$ cat src/rtl/core/block_cache_age_policy_macros.svh
// Assertion macros shared by the block cache age policy RTL.
`ifndef BLOCK_CACHE_AGE_POLICY_MACROS_SVH
`define BLOCK_CACHE_AGE_POLICY_MACROS_SVH

`ifndef ASSERT_OFF
// Assert a property, checked at every rising clock edge outside reset.
`define BCAP_ASSERT(lbl, clk, rstn, prop, msg) \
  lbl: assert property (@(posedge clk) disable iff (!rstn) prop) else $error(msg);
// Assert that a condition never holds outside reset.
`define BCAP_ASSERT_NEVER(lbl, clk, rstn, cond, msg) \
  lbl: assert property (@(posedge clk) disable iff (!rstn) !(cond)) else $error(msg);
`else
`define BCAP_ASSERT(lbl, clk, rstn, prop, msg)
`define BCAP_ASSERT_NEVER(lbl, clk, rstn, cond, msg)
`endif

`endif

$ cat src/rtl/core/bcap_pkg.sv
// Package with types and constants of the block cache age policy.
package bcap_pkg;

  localparam int unsigned WaysDefault      = 3;
  localparam int unsigned BlockBitsDefault = 24;
  localparam int unsigned AgeBitsDefault   = 16;
  localparam int unsigned WayOutBits       = 4;

  // Request kinds carried in the input tuser bit.
  localparam logic ModeRead  = 1'b0;
  localparam logic ModeWrite = 1'b1;

  typedef enum logic {
    S_IDLE,
    S_SCAN
  } state_e;

  // Commands from the controller to the datapath.
  typedef struct packed {
    logic load;
    logic step;
    logic emit;
  } cmd_t;

  // Status from the datapath to the controller.
  typedef struct packed {
    logic match;
    logic last;
  } status_t;

endpackage

$ cat src/rtl/core/bcap_ctrl.sv
// Controller state machine of the block cache age policy.
`include "block_cache_age_policy_macros.svh"

module bcap_ctrl (
  input  logic              clk_i,
  input  logic              rst_ni,
  input  logic              s_valid_i,
  output logic              s_ready_o,
  output logic              m_valid_o,
  input  logic              m_ready_i,
  input  bcap_pkg::status_t status_i,
  output bcap_pkg::cmd_t    cmd_o
);
  import bcap_pkg::*;

  state_e state_q, state_d;
  logic   out_valid_q, out_valid_d;
  logic   out_free;
  logic   done;

  // Output register is free when empty or being drained this cycle.
  assign out_free = !out_valid_q || m_ready_i;
  assign done     = status_i.match || status_i.last;

  // Hold state.
  always_ff @(posedge clk_i or negedge rst_ni) begin
    if (!rst_ni) begin
      state_q     <= S_IDLE;
      out_valid_q <= 1'b0;
    end else begin
      state_q     <= state_d;
      out_valid_q <= out_valid_d;
    end
  end

  // Sequence one item: accept, scan the ways, emit on the terminating step.
  always_comb begin
    state_d   = state_q;
    cmd_o     = '0;
    s_ready_o = 1'b0;
    unique case (state_q)
      S_IDLE: begin
        s_ready_o = 1'b1;
        if (s_valid_i) begin
          cmd_o.load = 1'b1;
          state_d    = S_SCAN;
        end
      end
      S_SCAN: begin
        if (!done) begin
          cmd_o.step = 1'b1;
        end else if (out_free) begin
          cmd_o.step = 1'b1;
          cmd_o.emit = 1'b1;
          state_d    = S_IDLE;
        end
      end
      default: state_d = S_IDLE;
    endcase
  end

  // Track the output register occupancy.
  always_comb begin
    out_valid_d = out_valid_q;
    if (cmd_o.emit) begin
      out_valid_d = 1'b1;
    end else if (m_ready_i) begin
      out_valid_d = 1'b0;
    end
  end

  assign m_valid_o = out_valid_q;

  `BCAP_ASSERT(a_accept_scans, clk_i, rst_ni, (s_valid_i && s_ready_o) |=> (state_q == S_SCAN), "accepted item did not start a scan")
  `BCAP_ASSERT(a_result_from_scan, clk_i, rst_ni, $rose(out_valid_q) |-> ($past(state_q) == S_SCAN), "result appeared without a scan")
  `BCAP_ASSERT_NEVER(a_no_overwrite, clk_i, rst_ni, cmd_o.emit && out_valid_q && !m_ready_i, "pending result overwritten")

endmodule

$ cat src/rtl/core/bcap_dp.sv
// Datapath of the block cache age policy: tags, ages, scan pointer, result.
module bcap_dp #(
  parameter int unsigned WAYS       = bcap_pkg::WaysDefault,
  parameter int unsigned BLOCK_BITS = bcap_pkg::BlockBitsDefault,
  parameter int unsigned AGE_BITS   = bcap_pkg::AgeBitsDefault
) (
  input  logic                          clk_i,
  input  logic                          rst_ni,
  input  bcap_pkg::cmd_t                cmd_i,
  input  logic                          mode_i,
  input  logic [BLOCK_BITS-1:0]         block_number_i,
  output bcap_pkg::status_t             status_o,
  output logic                          hit_o,
  output logic [bcap_pkg::WayOutBits-1:0] way_o,
  output logic                          fill_o
);
  import bcap_pkg::*;

  localparam int unsigned WayW = (WAYS > 1) ? $clog2(WAYS) : 1;

  logic [BLOCK_BITS-1:0] tags_q [WAYS];
  logic [AGE_BITS-1:0]   ages_q [WAYS];
  logic [WayW-1:0]       ptr_q;
  logic [WayW-1:0]       cnt_q;
  logic [WayW-1:0]       victim_q;
  logic [AGE_BITS-1:0]   victim_age_q;
  logic                  mode_q;
  logic [BLOCK_BITS-1:0] tag_q;
  logic                  hit_q, fill_q;
  logic [WayW-1:0]       way_q;

  logic [WayW:0]         ptr_inc;
  logic [WayW-1:0]       ptr_next;
  logic [WayW-1:0]       idx;
  logic [AGE_BITS-1:0]   age_cur;
  logic [AGE_BITS-1:0]   aged;
  logic                  match;
  logic                  last;
  logic                  is_read;
  logic                  cand_wins;
  logic [WayW-1:0]       fin_victim;
  logic                  res_hit, res_fill;
  logic [WayW-1:0]       res_way;

  // Advance the rotating pointer with wrap at the way count.
  assign ptr_inc  = {1'b0, ptr_q} + (WayW+1)'(1);
  assign ptr_next = (ptr_inc >= (WayW+1)'(WAYS)) ? '0 : ptr_inc[WayW-1:0];

  // Select the way under test: rotating for reads, in order for writes.
  assign is_read = (mode_q == ModeRead);
  assign idx     = is_read ? ptr_next : cnt_q;
  assign age_cur = ages_q[idx];
  assign aged    = (age_cur == '1) ? age_cur : age_cur + AGE_BITS'(1);
  assign match   = (tags_q[idx] == tag_q);
  assign last    = (cnt_q == WayW'(WAYS - 1));

  assign cand_wins  = (victim_age_q < aged);
  assign fin_victim = cand_wins ? idx : victim_q;

  assign status_o.match = match;
  assign status_o.last  = last;

  // Form the result of the terminating step.
  always_comb begin
    res_hit  = 1'b0;
    res_fill = 1'b0;
    res_way  = '0;
    if (match) begin
      res_hit = 1'b1;
      res_way = idx;
    end else if (is_read) begin
      res_fill = 1'b1;
      res_way  = fin_victim;
    end
  end

  // Capture the request and scan bookkeeping.
  always_ff @(posedge clk_i) begin
    if (cmd_i.load) begin
      mode_q       <= mode_i;
      tag_q        <= block_number_i;
      cnt_q        <= '0;
      victim_q     <= '0;
      victim_age_q <= ages_q[0];
    end else if (cmd_i.step) begin
      cnt_q <= cnt_q + WayW'(1);
      if (!match && cand_wins) begin
        victim_q     <= idx;
        victim_age_q <= aged;
      end
    end
  end

  // Update tags, ages and pointer on each step.
  always_ff @(posedge clk_i or negedge rst_ni) begin
    if (!rst_ni) begin
      ptr_q <= '0;
      for (int w = 0; w < WAYS; w++) begin
        tags_q[w] <= '0;
        ages_q[w] <= '0;
      end
    end else if (cmd_i.step) begin
      if (is_read) begin
        ptr_q <= ptr_next;
      end
      for (int w = 0; w < WAYS; w++) begin
        if (is_read && last && !match && (WayW'(w) == fin_victim)) begin
          ages_q[w] <= '0;
          tags_q[w] <= tag_q;
        end else if (WayW'(w) == idx) begin
          ages_q[w] <= match ? '0 : aged;
        end
      end
    end
  end

  // Hold the result for the output channel.
  always_ff @(posedge clk_i) begin
    if (cmd_i.emit) begin
      hit_q  <= res_hit;
      fill_q <= res_fill;
      way_q  <= res_way;
    end
  end

  assign hit_o  = hit_q;
  assign fill_o = fill_q;
  assign way_o  = WayOutBits'(way_q);

endmodule

$ cat src/rtl/core/block_cache_age_policy.sv
// Top level of the block cache age policy: controller plus datapath.
//
//  channel  dir  tdata                 tuser             tlast
//  s_axis   in   block_number          mode (0 rd, 1 wr) -
//  m_axis   out  way                   hit, fill         -
//
// A request is accepted, then the ways are scanned one at a time
// through the shared compare and age unit; a hit ends the scan early.
// The next request is accepted as soon as the scan has finished, while its
// result may still wait in the output register.
// The terminating scan step stalls while an earlier result is not yet taken.
// Reset clears tags, ages, scan pointer and the output valid; the input side comes up ready.
module block_cache_age_policy #(
  parameter int unsigned WAYS       = bcap_pkg::WaysDefault,
  parameter int unsigned BLOCK_BITS = bcap_pkg::BlockBitsDefault,
  parameter int unsigned AGE_BITS   = bcap_pkg::AgeBitsDefault
) (
  input  logic                              clk_i,
  input  logic                              rst_ni,
  input  logic                              s_axis_tvalid,
  output logic                              s_axis_tready,
  // tdata: block_number, zero padded to bytes
  input  logic [((BLOCK_BITS+7)/8)*8-1:0]   s_axis_tdata,
  // tuser: mode
  input  logic                              s_axis_tuser,
  output logic                              m_axis_tvalid,
  input  logic                              m_axis_tready,
  // tdata: way, zero padded to bytes
  output logic [7:0]                        m_axis_tdata,
  // tuser: hit (bit 0), fill (bit 1)
  output logic [1:0]                        m_axis_tuser
);
  import bcap_pkg::*;

  cmd_t                    cmd;
  status_t                 status;
  logic                    hit, fill;
  logic [WayOutBits-1:0]   way;

  bcap_ctrl u_ctrl (
    .clk_i     (clk_i),
    .rst_ni    (rst_ni),
    .s_valid_i (s_axis_tvalid),
    .s_ready_o (s_axis_tready),
    .m_valid_o (m_axis_tvalid),
    .m_ready_i (m_axis_tready),
    .status_i  (status),
    .cmd_o     (cmd)
  );

  bcap_dp #(
    .WAYS       (WAYS),
    .BLOCK_BITS (BLOCK_BITS),
    .AGE_BITS   (AGE_BITS)
  ) u_dp (
    .clk_i          (clk_i),
    .rst_ni         (rst_ni),
    .cmd_i          (cmd),
    .mode_i         (s_axis_tuser),
    .block_number_i (s_axis_tdata[BLOCK_BITS-1:0]),
    .status_o       (status),
    .hit_o          (hit),
    .way_o          (way),
    .fill_o         (fill)
  );

  // Pack the result item.
  assign m_axis_tdata = {{(8 - WayOutBits){1'b0}}, way};
  assign m_axis_tuser = {fill, hit};

endmodule

$ cat config.mk
export PLATFORM = sky130hd
export DESIGN_NAME = block_cache_age_policy
export DESIGN_NICKNAME = d
export VERILOG_FILES = /design/src/rtl/core/bcap_pkg.sv /design/src/rtl/core/bcap_ctrl.sv /design/src/rtl/core/bcap_dp.sv /design/src/rtl/core/block_cache_age_policy.sv
export VERILOG_INCLUDE_DIRS = /design/src /design/src/rtl/core
export SDC_FILE = /design/constraint.sdc
export NUM_CORES = 1
export LEC_CHECK = 0
export BUFFER_PORTS_ARGS = -buffer_cell sky130_fd_sc_hd__buf_2
export CAP_MARGIN = 20
export CORE_MARGIN = 2
export CORE_UTILIZATION = 50
export DETAILED_ROUTE_END_ITERATION = 8
export GPL_ROUTABILITY_DRIVEN = 0
export PLACE_DENSITY = 0.69
export REMOVE_ABC_BUFFERS = 1
export SYNTH_ARGS = -nofsm -noshare
export SYNTH_HDL_FRONTEND = slang
export SYNTH_HIERARCHICAL = 1
export SYNTH_SLANG_ARGS = --single-unit
$ cat constraint.sdc
create_clock -name clk_i -period 6.1 [get_ports clk_i]
set_input_delay 1.22 -clock clk_i [delete_from_list [all_inputs] [get_ports clk_i]]
set_output_delay 1.22 -clock clk_i [all_outputs]
set_load 0.01 [all_outputs]
# [Word level (Yosys, flattened, before mapping)]
# Cells that the tools add are included.
[word_totals] reg_bits=173 in_bits=29
[op_classes] addsub=3 n_lt_le_gt_ge=3 n_eq_ne=7 n_mux=36 n_bitwise=3 reduce_logical=27
[ops] cell="$mux 16" n=13
[ops] cell="$bmux 24 s2" n=1
[ops] cell="$mux 24" n=2
[ops] cell="$bmux 16 s2" n=1
[ops] cell="$eq 24x24->1" n=1
[ops] cell="$reduce_and 2->1" n=9
[ops] cell="$add 16x1->16 const B" n=1
[ops] cell="$eq 16x16->1 const B" n=1
[ops] cell="$lt 16x16->1" n=1
[ops] cell="$mux 2" n=7
[ops] cell="$reduce_bool 2->1" n=6
[ops] cell="$mux 1" n=11
[ops] cell="$logic_and 1x1->1" n=6
[ops] cell="$eq 1x2->1 const A" n=2
[ops] cell="$eq 2x2->1 const A" n=2
[ops] cell="$logic_not 2->1" n=2
[ops] cell="$add 2x1->3 const B" n=1
[ops] cell="$ge 3x2->1 const B" n=1
[ops] cell="$ge 3x3->1 const B" n=1
[ops] cell="$not 2->3" n=1
[ops] cell="$add 2x1->2 const B" n=1
[ops] cell="$eq 2x2->1 const B" n=1
[ops] cell="$logic_not 1->1" n=2
[ops] cell="$logic_or 1x1->1" n=2
[ops] cell="2 further kinds" n=3

# [Logic depth before layout (Yosys ltp)]
# Gate-level depths: netlist (run 1).
[depth] depth_word=16 ltp_mapped=29 depth_no_buf=25

# [By module]
# Netlist (run 1), hierarchy kept.
[by_module_without_submodules] module="bcap_dp" instances=1 cells_per_inst=808 area_each_um2=9180.1 seq_area_each_um2=4484.3
[by_module_without_submodules] module="bcap_ctrl" instances=1 cells_per_inst=12 area_each_um2=111.4 seq_area_each_um2=50.0
[by_module_without_submodules] module="block_cache_age_policy" instances=1 cells_per_inst=7 area_each_um2=48.8 seq_area_each_um2=0.0

# [Worst setup path after synthesis (run 1)]
# OpenSTA, ideal clock, no wires.
[synth_timing] path_kind="register -> register" from="register u_dp.mode_q" to="register u_dp/tags_q[10] in the netlist's numbering" arrival_ns=5.752 required_time_ns=5.975 setup_slack_ns=0.223 stages_incl_launch_ff=25 n_path_buf=5 synth_period_minus_slack_ns=5.877 path_cell_list="edfxtp_1 -> buf_2 -> or3_1 -> buf_2 -> nand2_1 -> clkbuf_1 -> a311oi_1 -> or2_2 -> nor4_1 -> or2_2 -> nand2b_1 -> nor2_1 -> xnor2_1 -> ha_1 -> and4_1 -> and3_1 -> a31oi_1 -> a31oi_1 -> a211o_1 -> o31ai_4 -> or2_1 -> buf_6 -> mux2i_4 -> buf_4 -> mux2_2"
[synth_between] elab_chain_cells=12
[synth_lines] element="start: declaration" line="bcap_dp.sv:27" rtl="logic mode_q;"
[synth_lines] element="start signal: assignment" line="bcap_dp.sv:80" rtl="mode_q <= mode_i;"
[synth_lines] element="$mux 2" line="bcap_dp.sv:51" rtl="assign idx = is_read ? ptr_next : cnt_q;"
[synth_lines] element="$not 2->3 (implied by the code)" line="bcap_dp.sv:52, bcap_dp.sv:54"
[synth_lines] element="$bmux 16 s2" line="bcap_dp.sv:52" rtl="assign age_cur = ages_q[idx];"
[synth_lines] element="$mux 16 (implied by the code) (2 in series)" line="bcap_dp.sv:52"
[synth_lines] element="$add 16x1->16 or $eq 16x16->1 (tied branches)" line="bcap_dp.sv:53" rtl="assign aged = (age_cur == '1) ? age_cur : age_cur + AGE_BITS'(1);"
[synth_lines] element="$mux 16" line="bcap_dp.sv:53"
[synth_lines] element="$lt 16x16->1" line="bcap_dp.sv:57" rtl="assign cand_wins = (victim_age_q < aged);"
[synth_lines] element="$mux 2" line="bcap_dp.sv:58" rtl="assign fin_victim = cand_wins ? idx : victim_q;"
[synth_lines] element="$eq 2x2->1" line="bcap_dp.sv:107" rtl="if (is_read && last && !match && (WayW'(w) == fin_victim)) begin"
[synth_lines] element="$logic_and 1x1->1" line="bcap_dp.sv:107"
[synth_lines] element="$reduce_and 2->1 (no source line) (*)"
[synth_lines] element="end signal: indexed assignment" line="bcap_dp.sv:109" rtl="tags_q[w] <= tag_q;"
[synth_lines] element="end: declaration" line="bcap_dp.sv:21" rtl="logic [BLOCK_BITS-1:0] tags_q [WAYS];"
# Every way passes the cells marked *; elsewhere a longest branch is shown, timed or not. The select of a mux whose other input is x is not followed.
# A chain may end at the register's enable or synchronous reset.

# [Worst setup path after layout (run 1)]
[layout_timing] from="register u_dp.mode_q" to="register u_dp/tags_q[48] in the netlist's numbering"
[layout_between] elab_chain_cells=12
[layout_lines] element="$mux 2" line="bcap_dp.sv:51"
[layout_lines] element="$not 2->3 (implied by the code)" line="bcap_dp.sv:52, bcap_dp.sv:54"
[layout_lines] element="$bmux 16 s2" line="bcap_dp.sv:52"
[layout_lines] element="$mux 16 (implied by the code) (2 in series)" line="bcap_dp.sv:52"
[layout_lines] element="$add 16x1->16 or $eq 16x16->1 (tied branches)" line="bcap_dp.sv:53"
[layout_lines] element="$mux 16" line="bcap_dp.sv:53"
[layout_lines] element="$lt 16x16->1" line="bcap_dp.sv:57"
[layout_lines] element="$mux 2" line="bcap_dp.sv:58"
[layout_lines] element="$logic_not 2->1" line="bcap_dp.sv:107"
[layout_lines] element="$logic_and 1x1->1" line="bcap_dp.sv:107"
[layout_lines] element="$reduce_and 2->1 (no source line) (*)"
# Marks and branches as above.

==> flow_metrics.py, run 1 <==
metrics = {
    "sta": {
        "final-setup-viol-count": 0,
        "fin_crit_ns": 5.80,
        "clock_skew_ns": 0.0120,
        "period_share_pct": 95.1,
        "fmax_mhz": 172,
        "worst_pin_slew_ns": 0.870,
        "drv_slew": 0,
        "fin_setup_tns_ns": 0,
        "finalHoldViolCount": 0,
        "slew_headroom_pct": 42.0,
    },
    "synthesis": {
        "async_flop_share_pct": 71.7,
        "ys_seq_area_share_pct": 48.5,
        "synthCells": 827,
        "synth_cell_types": 87,
        "synth-edff-count": 45,
        "syn_area_sq_um": 9340,
        "synth-seq-cells": 173,
        "ys_warn_count": 6,
        "ys.flop_type": "dfrtp_1",
        "syn_area_per_cell_sq_um": 11.3,
    },
    "clocking": {
        "cts_inserted_buffers": 17,
        "htreeDepth": 4,
        "clk_latency_ns": 0.43,
        "tritoncts": "built",
        "clk_pin_slew_ns": 0.07,
        "cts.sink_count": 173,
        "clock_path_buffers": 2,
        "root_buffer": "clkbuf_16",
    },
    "pwr": {
        "p_leak_nw": 4.31,
        "cellPowerDensity_nw_per_um2": 506,
        "irDropWorstVdd_uv": 253,
    },
    "worst_setup_path": {
        "r2r_cells": 21,
        "worst-r2r-setup-slack_ns": 0.30,
        "reg2reg_to": "u_dp/tags_q[48]",
        "cp_max_fo": 20,
        "r2r_start": "u_dp/mode_q",
        "critPathKind": "reg2reg",
        "endpoint_kind": "flop",
        "startpoint_type": "flop",
        "cp.required_ns": 6.42,
        "arrival_ns": 6.12,
    },
    "min_path": {
        "worstHoldStart": "u_dp/tags_q[1]",
        "holdPathEnd": "u_dp/tags_q[1]",
        "holdPathStages": 1,
        "hp-class": "reg2reg",
    },
    "cells_and_area": {
        "nets": 910,
        "layout_common_cells": "dfrtp_1, nand2_1, o21ai_0, edfxtp_1, a22o_1",
        "layout_commonest_cell": "dfrtp_1",
        "stdcell_area_sq_um": 10400,
        "fin_util_pct": 57.3,
        "drive_above_1_share_pct": 24.7,
        "diodes": 0,
        "layout.cells.non_filler": 1109,
        "synthToLayoutAreaGrowth_pct": 11.4,
    },
    "global_route": {
        "grt_pass1_wl_microns": 37400,
        "grt_max_degree": 70,
        "overflow": 0,
        "grt_pass1_vias": 6850,
        "track_usage_pct": 24.2,
        "grt_antenna_before_repair": 0,
    },
    "detailed_routing": {
        "wirelength_microns": 23300,
        "vias_per_cell": 6.23,
        "ant_nets": 0,
        "drc": 0,
        "vias": 6904,
        "drtIter0Drc": 724,
        "drtPass1Iterations": 5,
        "wire_per_inst_microns": 21.0,
    },
    "place": {
        "dpl.hpwl_microns": 15600,
        "portBuffers": 34,
        "dpl_cell_area_sq_um": 9750,
        "place_inst": 1070,
    },
    "floorplanning": {
        "die_w_microns": 141,
        "num_rows": 49,
        "start_util_pct": 51.5,
        "io_pins": 41,
        "die_h_microns": 141,
        "dieArea_sq_um": 19800,
        "core_area_sq_um": 18100,
    },
    "outcome": {
        "status": "completed",
    },
    "flow_run": {
        "max-cap-violations": 0,
    },
}
Yosys cell counts (4+ instances only):
cell / count / area share [%]
dfrtp_1: 124 / 33
nand2_1: 75 / 3.0
o21ai_0: 59 / 3.2
edfxtp_1: 45 / 14
a22o_1: 44 / 4.1
mux2_4: 40 / 6.4
nor2_1: 37 / 1.5
mux2_2: 36 / 4.3
a21oi_1: 25 / 1.3
mux2i_1: 25 / 2.7
buf_2: 21 / 1.1
nand3_1: 21 / 1.1
inv_1: 19 / 0.76
nand4_1: 16 / 1.1
buf_4: 14 / 1.1
clkbuf_1: 14 / 0.56
ha_1: 14 / 1.9
xnor2_1: 13 / 1.2
nor2b_1: 10 / 0.67
o211ai_1: 10 / 0.80
nand2b_1: 8 / 0.54
xor2_1: 8 / 0.75
buf_6: 7 / 0.84
or2_2: 7 / 0.47
nor3_1: 6 / 0.32
o22ai_1: 6 / 0.40
o221ai_1: 5 / 0.47
o2bb2ai_1: 5 / 0.47
a211o_1: 4 / 0.38
a211oi_1: 4 / 0.32
a31oi_1: 4 / 0.27
and2_1: 4 / 0.27
dfxtp_1: 4 / 0.86
mux2_1: 4 / 0.48
nor4_1: 4 / 0.27
o2111ai_1: 4 / 0.38
o31ai_1: 4 / 0.32
or4_1: 4 / 0.32
worst max-delay path, cell delays in order, from the launching register on:
cell	delay [ns]
edfxtp_1	0.37
buf_4	0.19
or3_1	0.55
a21boi_1	0.23
o21ai_1	0.10
and2_4	0.22
or3_4	0.42
or2_2	0.33
nand2b_1	0.17
o221ai_1	0.18
o21ai_0	0.20
ha_1	0.34
and4_1	0.20
and3_1	0.21
a31oi_1	0.21
a31oi_1	0.11
a211o_1	0.29
o31ai_4	0.22
or2_4	0.23
a32o_2	0.29
buf_12	0.22
mux2_2	0.35
how the worst max path moves through the flow:
stage                            from         endpoint  slack (ns)
after floorplan           u_dp/mode_q  u_dp/tags_q[48]       -0.69
after global placement    u_dp/mode_q  u_dp/tags_q[50]        0.16
after detailed placement  u_dp/mode_q   u_dp/tags_q[0]        0.09
after CTS                 u_dp/mode_q  u_dp/tags_q[48]        0.06
after global routing      u_dp/mode_q  u_dp/tags_q[48]       -0.02
final                     u_dp/mode_q  u_dp/tags_q[48]        0.30
state kept, by name (all words and copies together) (netlist names), 2 cells and up:
signal,count
u_dp/cnt_q,2
u_dp/victim_age_q,16
u_dp/victim_q,2
u_dp/way_q,2
u_dp/tags_q,72
u_dp/ages_q,48
u_dp/ptr_q,2
u_dp/tag_q,24
power breakdown:
part           internal (mW)  leakage (nW)  switching (mW)  total, mW
clock network          0.544         0.281           0.511       1.06
logic                   1.01          1.98            1.27       2.28
registers               1.63          2.05           0.301       1.93
cell type report:
cell class / count / area, sq um
Fill cell: 1494 / 7740
Sequential cell: 173 / 4540
Multi-Input combinational cell: 583 / 4430
Timing Repair Buffer: 73 / 514
Clock buffer: 17 / 425
Tap cell: 229 / 287
Clock inverter: 15 / 143
Inverter: 19 / 71.3
logic make-up (layout without fill, tap and decap cells):
logic type / count (synthesis) / count (layout) / share of synthesized area (%)
AND/OR/NAND/NOR: 222 / 222 / 12.5
AO/OA/AOI/OAI: 213 / 213 / 16.3
flip-flops: 173 / 173 / 48.5
multiplexers: 106 / 106 / 14.2
buffers and inverters: 75 / 124 / 4.42
XOR/XNOR: 22 / 22 / 2.14
adder cells (fa/ha/maj): 14 / 14 / 1.88
other: 2 / 6 / 0.0804
timing repair:
item	CTS	global route
hold buffers	0	0
resized for setup	0	8
setup endpoints to repair	0	119
buffers inserted	0	6
metal layers:
layer / track usage, % / wire [microns]
met5: 0 / 0
met4: 6.79 / 450
met3: 5.47 / 1310
met2: 37.4 / 10600
met1: 34.5 / 11000
stage by stage:
step | setup slack (ns) | hold WS (ns) | power (mW)
after global routing | -0.0187 | 0.508 | 5.57
after CTS | 0.0552 | 0.495 | 5.21
after detailed placement | 0.0874 | 0.476 | 4.14
final | 0.298 | 0.498 | 5.26
after floorplan | -0.685 | 0.458 | 3.41
after global placement | 0.163 | 0.469 | 4.09
(Power assumes the default switching activity.)
==> run 2, diff against run 1 <==
PLACE_DENSITY = 0.7   (was 0.69)
SYNTH_HIERARCHICAL = default   (was 1)
==> run 2 against run 1 <==
First-iteration DRC count is 12% lower. Sequential power is 5% lower. Utilization is 1.0 points higher. Register-to-register slack about the same. Via count increased by 1.9%. Sequential cell count stayed put. Largest power group unchanged. Clock skew about the same. Total power shrank 5.7%.
==> flow_metrics.py, run 2 <==
metrics = {
    "worst_setup_path": {
        "worst-path-buf-inv": 2,
        "critPathKind": "reg2reg",
        "cp_cell_sequence": "buf_4 > and2_0 > buf_4 > a211oi_4 > nand2_1 > o21ai_1 > ha_1 > nand3_1 > a21oi_1 > a31oi_1 > nor4_4 > nor4_2 > and2_1 > xor2_1 > ha_1 > and4_1 > a21oi_1 > o211ai_1 > a21oi_1 > o21ba_2 > o221ai_1 > o211a_4 > o32a_1 > a32o_1",
        "crit_top_cell": "a21oi_1",
        "cp_max_fo": 16,
        "path_delay_family": "compound AO/OA/AOI/OAI gates",
        "endpoint_kind": "flop",
        "cp.required_ns": 6.46,
        "slowest_delay_ns": 0.74,
        "critPathSlowestCell": "o32a_1",
        "arrival_ns": 6.17,
        "startpoint_type": "flop",
    },
    "floorplanning": {
        "dieArea_sq_um": 19000,
        "start_util_pct": 51.5,
        "die_h_microns": 138,
        "core_area_sq_um": 17400,
        "die_w_microns": 138,
        "num_rows": 48,
        "io_pins": 41,
    },
    "pwr": {
        "irDropWorstVdd_uv": 325,
        "cellPowerDensity_nw_per_um2": 488,
        "power_mw": 4.97,
        "p_leak_nw": 4.21,
    },
    "cells_and_area": {
        "layout_commonest_cell": "dfrtp_1",
        "reg.largest.list": "u_dp.tags_q x72, u_dp.ages_q x48, u_dp.tag_q x24",
        "nets": 909,
        "largest-register": "u_dp.tags_q",
        "diodes": 0,
        "drive_above_1_share_pct": 23.0,
        "layout_common_cells": "dfrtp_1, mux2_2, nand2_1, a21oi_1, nor2_1",
        "largest_reg_flops": 72,
        "synthToLayoutAreaGrowth_pct": 13.4,
        "stdcell_area_sq_um": 10200,
    },
    "sta": {
        "final-setup-viol-count": 0,
        "hold_slack_ns": 0.495,
        "drv_slew": 0,
        "fin_crit_ns": 5.81,
        "slew_headroom_pct": 35.6,
        "period_share_pct": 95.2,
        "clock_skew_ns": 0.0117,
        "worst_pin_slew_ns": 0.965,
        "fmax_mhz": 172,
        "finalHoldViolCount": 0,
        "setup_ws_ns": 0.294,
    },
    "synthesis": {
        "synth.area.top_cells": "dfrtp_1, edfxtp_1, mux2_2, a32o_1, a21oi_1",
        "synth-edff-count": 45,
        "synth_top_area_share_pct": 34.6,
        "synthCells": 821,
        "synthTopCellsByCount": "dfrtp_1, mux2_2, nand2_1",
        "synth.most_common_cell": "dfrtp_1",
        "ys_seq_area_share_pct": 50.6,
        "synth-seq-cells": 173,
        "async_flop_share_pct": 71.7,
        "synth.largest_area_cell": "dfrtp_1",
        "synth_cell_types": 61,
        "ys_warn_count": 0,
        "ys.flop_type": "dfrtp_1",
        "syn_area_sq_um": 8960,
        "syn_area_per_cell_sq_um": 10.9,
    },
    "clocking": {
        "clk_latency_ns": 0.43,
        "htreeDepth": 4,
        "clk_pin_slew_ns": 0.07,
        "cts_inserted_buffers": 17,
        "cts.sink_count": 173,
        "clock_path_buffers": 2,
        "root_buffer": "clkbuf_16",
        "tritoncts": "built",
        "hold_buffers": 0,
    },
    "detailed_routing": {
        "ant_nets": 0,
        "wirelength_microns": 22800,
        "wire_per_inst_microns": 20.6,
        "drtPass1Iterations": 5,
        "drc": 0,
        "vias_per_cell": 6.38,
        "drtIter0Drc": 637,
        "vias": 7034,
    },
    "global_route": {
        "grt_max_degree": 77,
        "grt_antenna_before_repair": 0,
        "overflow": 0,
        "grt_pass1_wl_microns": 36300,
        "grt_pass1_vias": 6968,
        "track_usage_pct": 25.1,
    },
    "place": {
        "pre_cts_slack_ns": 0.146,
        "portBuffers": 34,
        "dpl.hpwl_microns": 14500,
        "dpl_cell_area_sq_um": 9490,
    },
    "outcome": {
        "status": "completed",
    },
    "flow_run": {
        "max-cap-violations": 0,
    },
    "min_path": {
        "hp-class": "reg2reg",
    },
}
-- run 2: cell types whose count changed after synthesis, sizes merged, moves of 12 or more --
| cell | change |
|---|---|
| nand3 | +15 |
| a32o | +47 |
| and3 | +18 |
| a22o | -44 |
| a21o | +15 |
| a21oi | +33 |
| o21ai | -12 |
-- run 2: worst paths after layout --
check / from / to / slack [ns] / cells past startpoint
setup / recovery: u_dp.mode_q / u_dp.ages_q[7] / 0.29 / 24
hold reg to reg: u_dp.tags_q[2] / u_dp.tags_q[2] / 0.50 / 1
min in group asynchronous: rst_ni / u_dp.tags_q[27] / 0.80 / 1
max in group asynchronous: rst_ni / u_dp.ages_q[0] / 3.88 / 2
setup reg to reg: u_dp.mode_q / u_dp.ages_q[7] / 0.29 / 24
hold / removal: u_dp.tags_q[2] / u_dp.tags_q[2] / 0.50 / 1
-- run 2: layout make-up --
type / count / area [sq um]
fillers: 1446 / 7250
flip-flops and latches: 173 / 4530
multi-input cells: 585 / 4190
repair buffers: 76 / 520
clock buffers: 18 / 439
well taps: 225 / 282
clock inverters: 14 / 150
inverters: 12 / 45.0
-- run 2: where the power goes --
part / leakage, nW / internal [mW] / switching, mW
clock: 0.285 / 0.590 / 0.495
sequential: 2.07 / 1.61 / 0.233
combinational: 1.85 / 0.831 / 1.21
total: 4.21 / 3.03 / 1.94
-- run 2: through the flow --
step	instances	util (%)	TNS (ns)
after floorplan	770	-	-61.68
after global placement	1065	54.5	0
after detailed placement	1065	54.5	0
after CTS	1097	57.9	0
after global routing	1103	58.4	-0.0448
final	1103	58.4	0
-- run 2: cell families after synthesis --
kind of cell               count (synthesis)  synth area share [%]
and+or+nand+nor                          219                  11.7
adders and majority gates                 15                  2.09
DFF                                      173                  50.6
AOI/OAI and AO/OA                        231                  18.4
buffers and inverters                     68                  3.53
other                                      1                0.0418
muxes                                     98                  12.2
xor gates and xnor gates                  16                  1.56
-- run 2: what timing repair did --
item | CTS | global route
endpoints found under the setup margin | 0 | 136
setup buffers | 0 | 5
gates resized for setup | 0 | 7
-- run 2: per-layer routing --
metal / part of all wire (%) / routed length [microns] / global-route usage [%] / up-vias
li1: - / - / - / 3180
met1: 41 / 9440 / 31.9 / 3497
met2: 49 / 11200 / 41.9 / 302
met3: 6.4 / 1450 / 5.04 / 55
met4: 3.2 / 717 / 10.6 / 0
met5: 0 / 0 / 0 / -
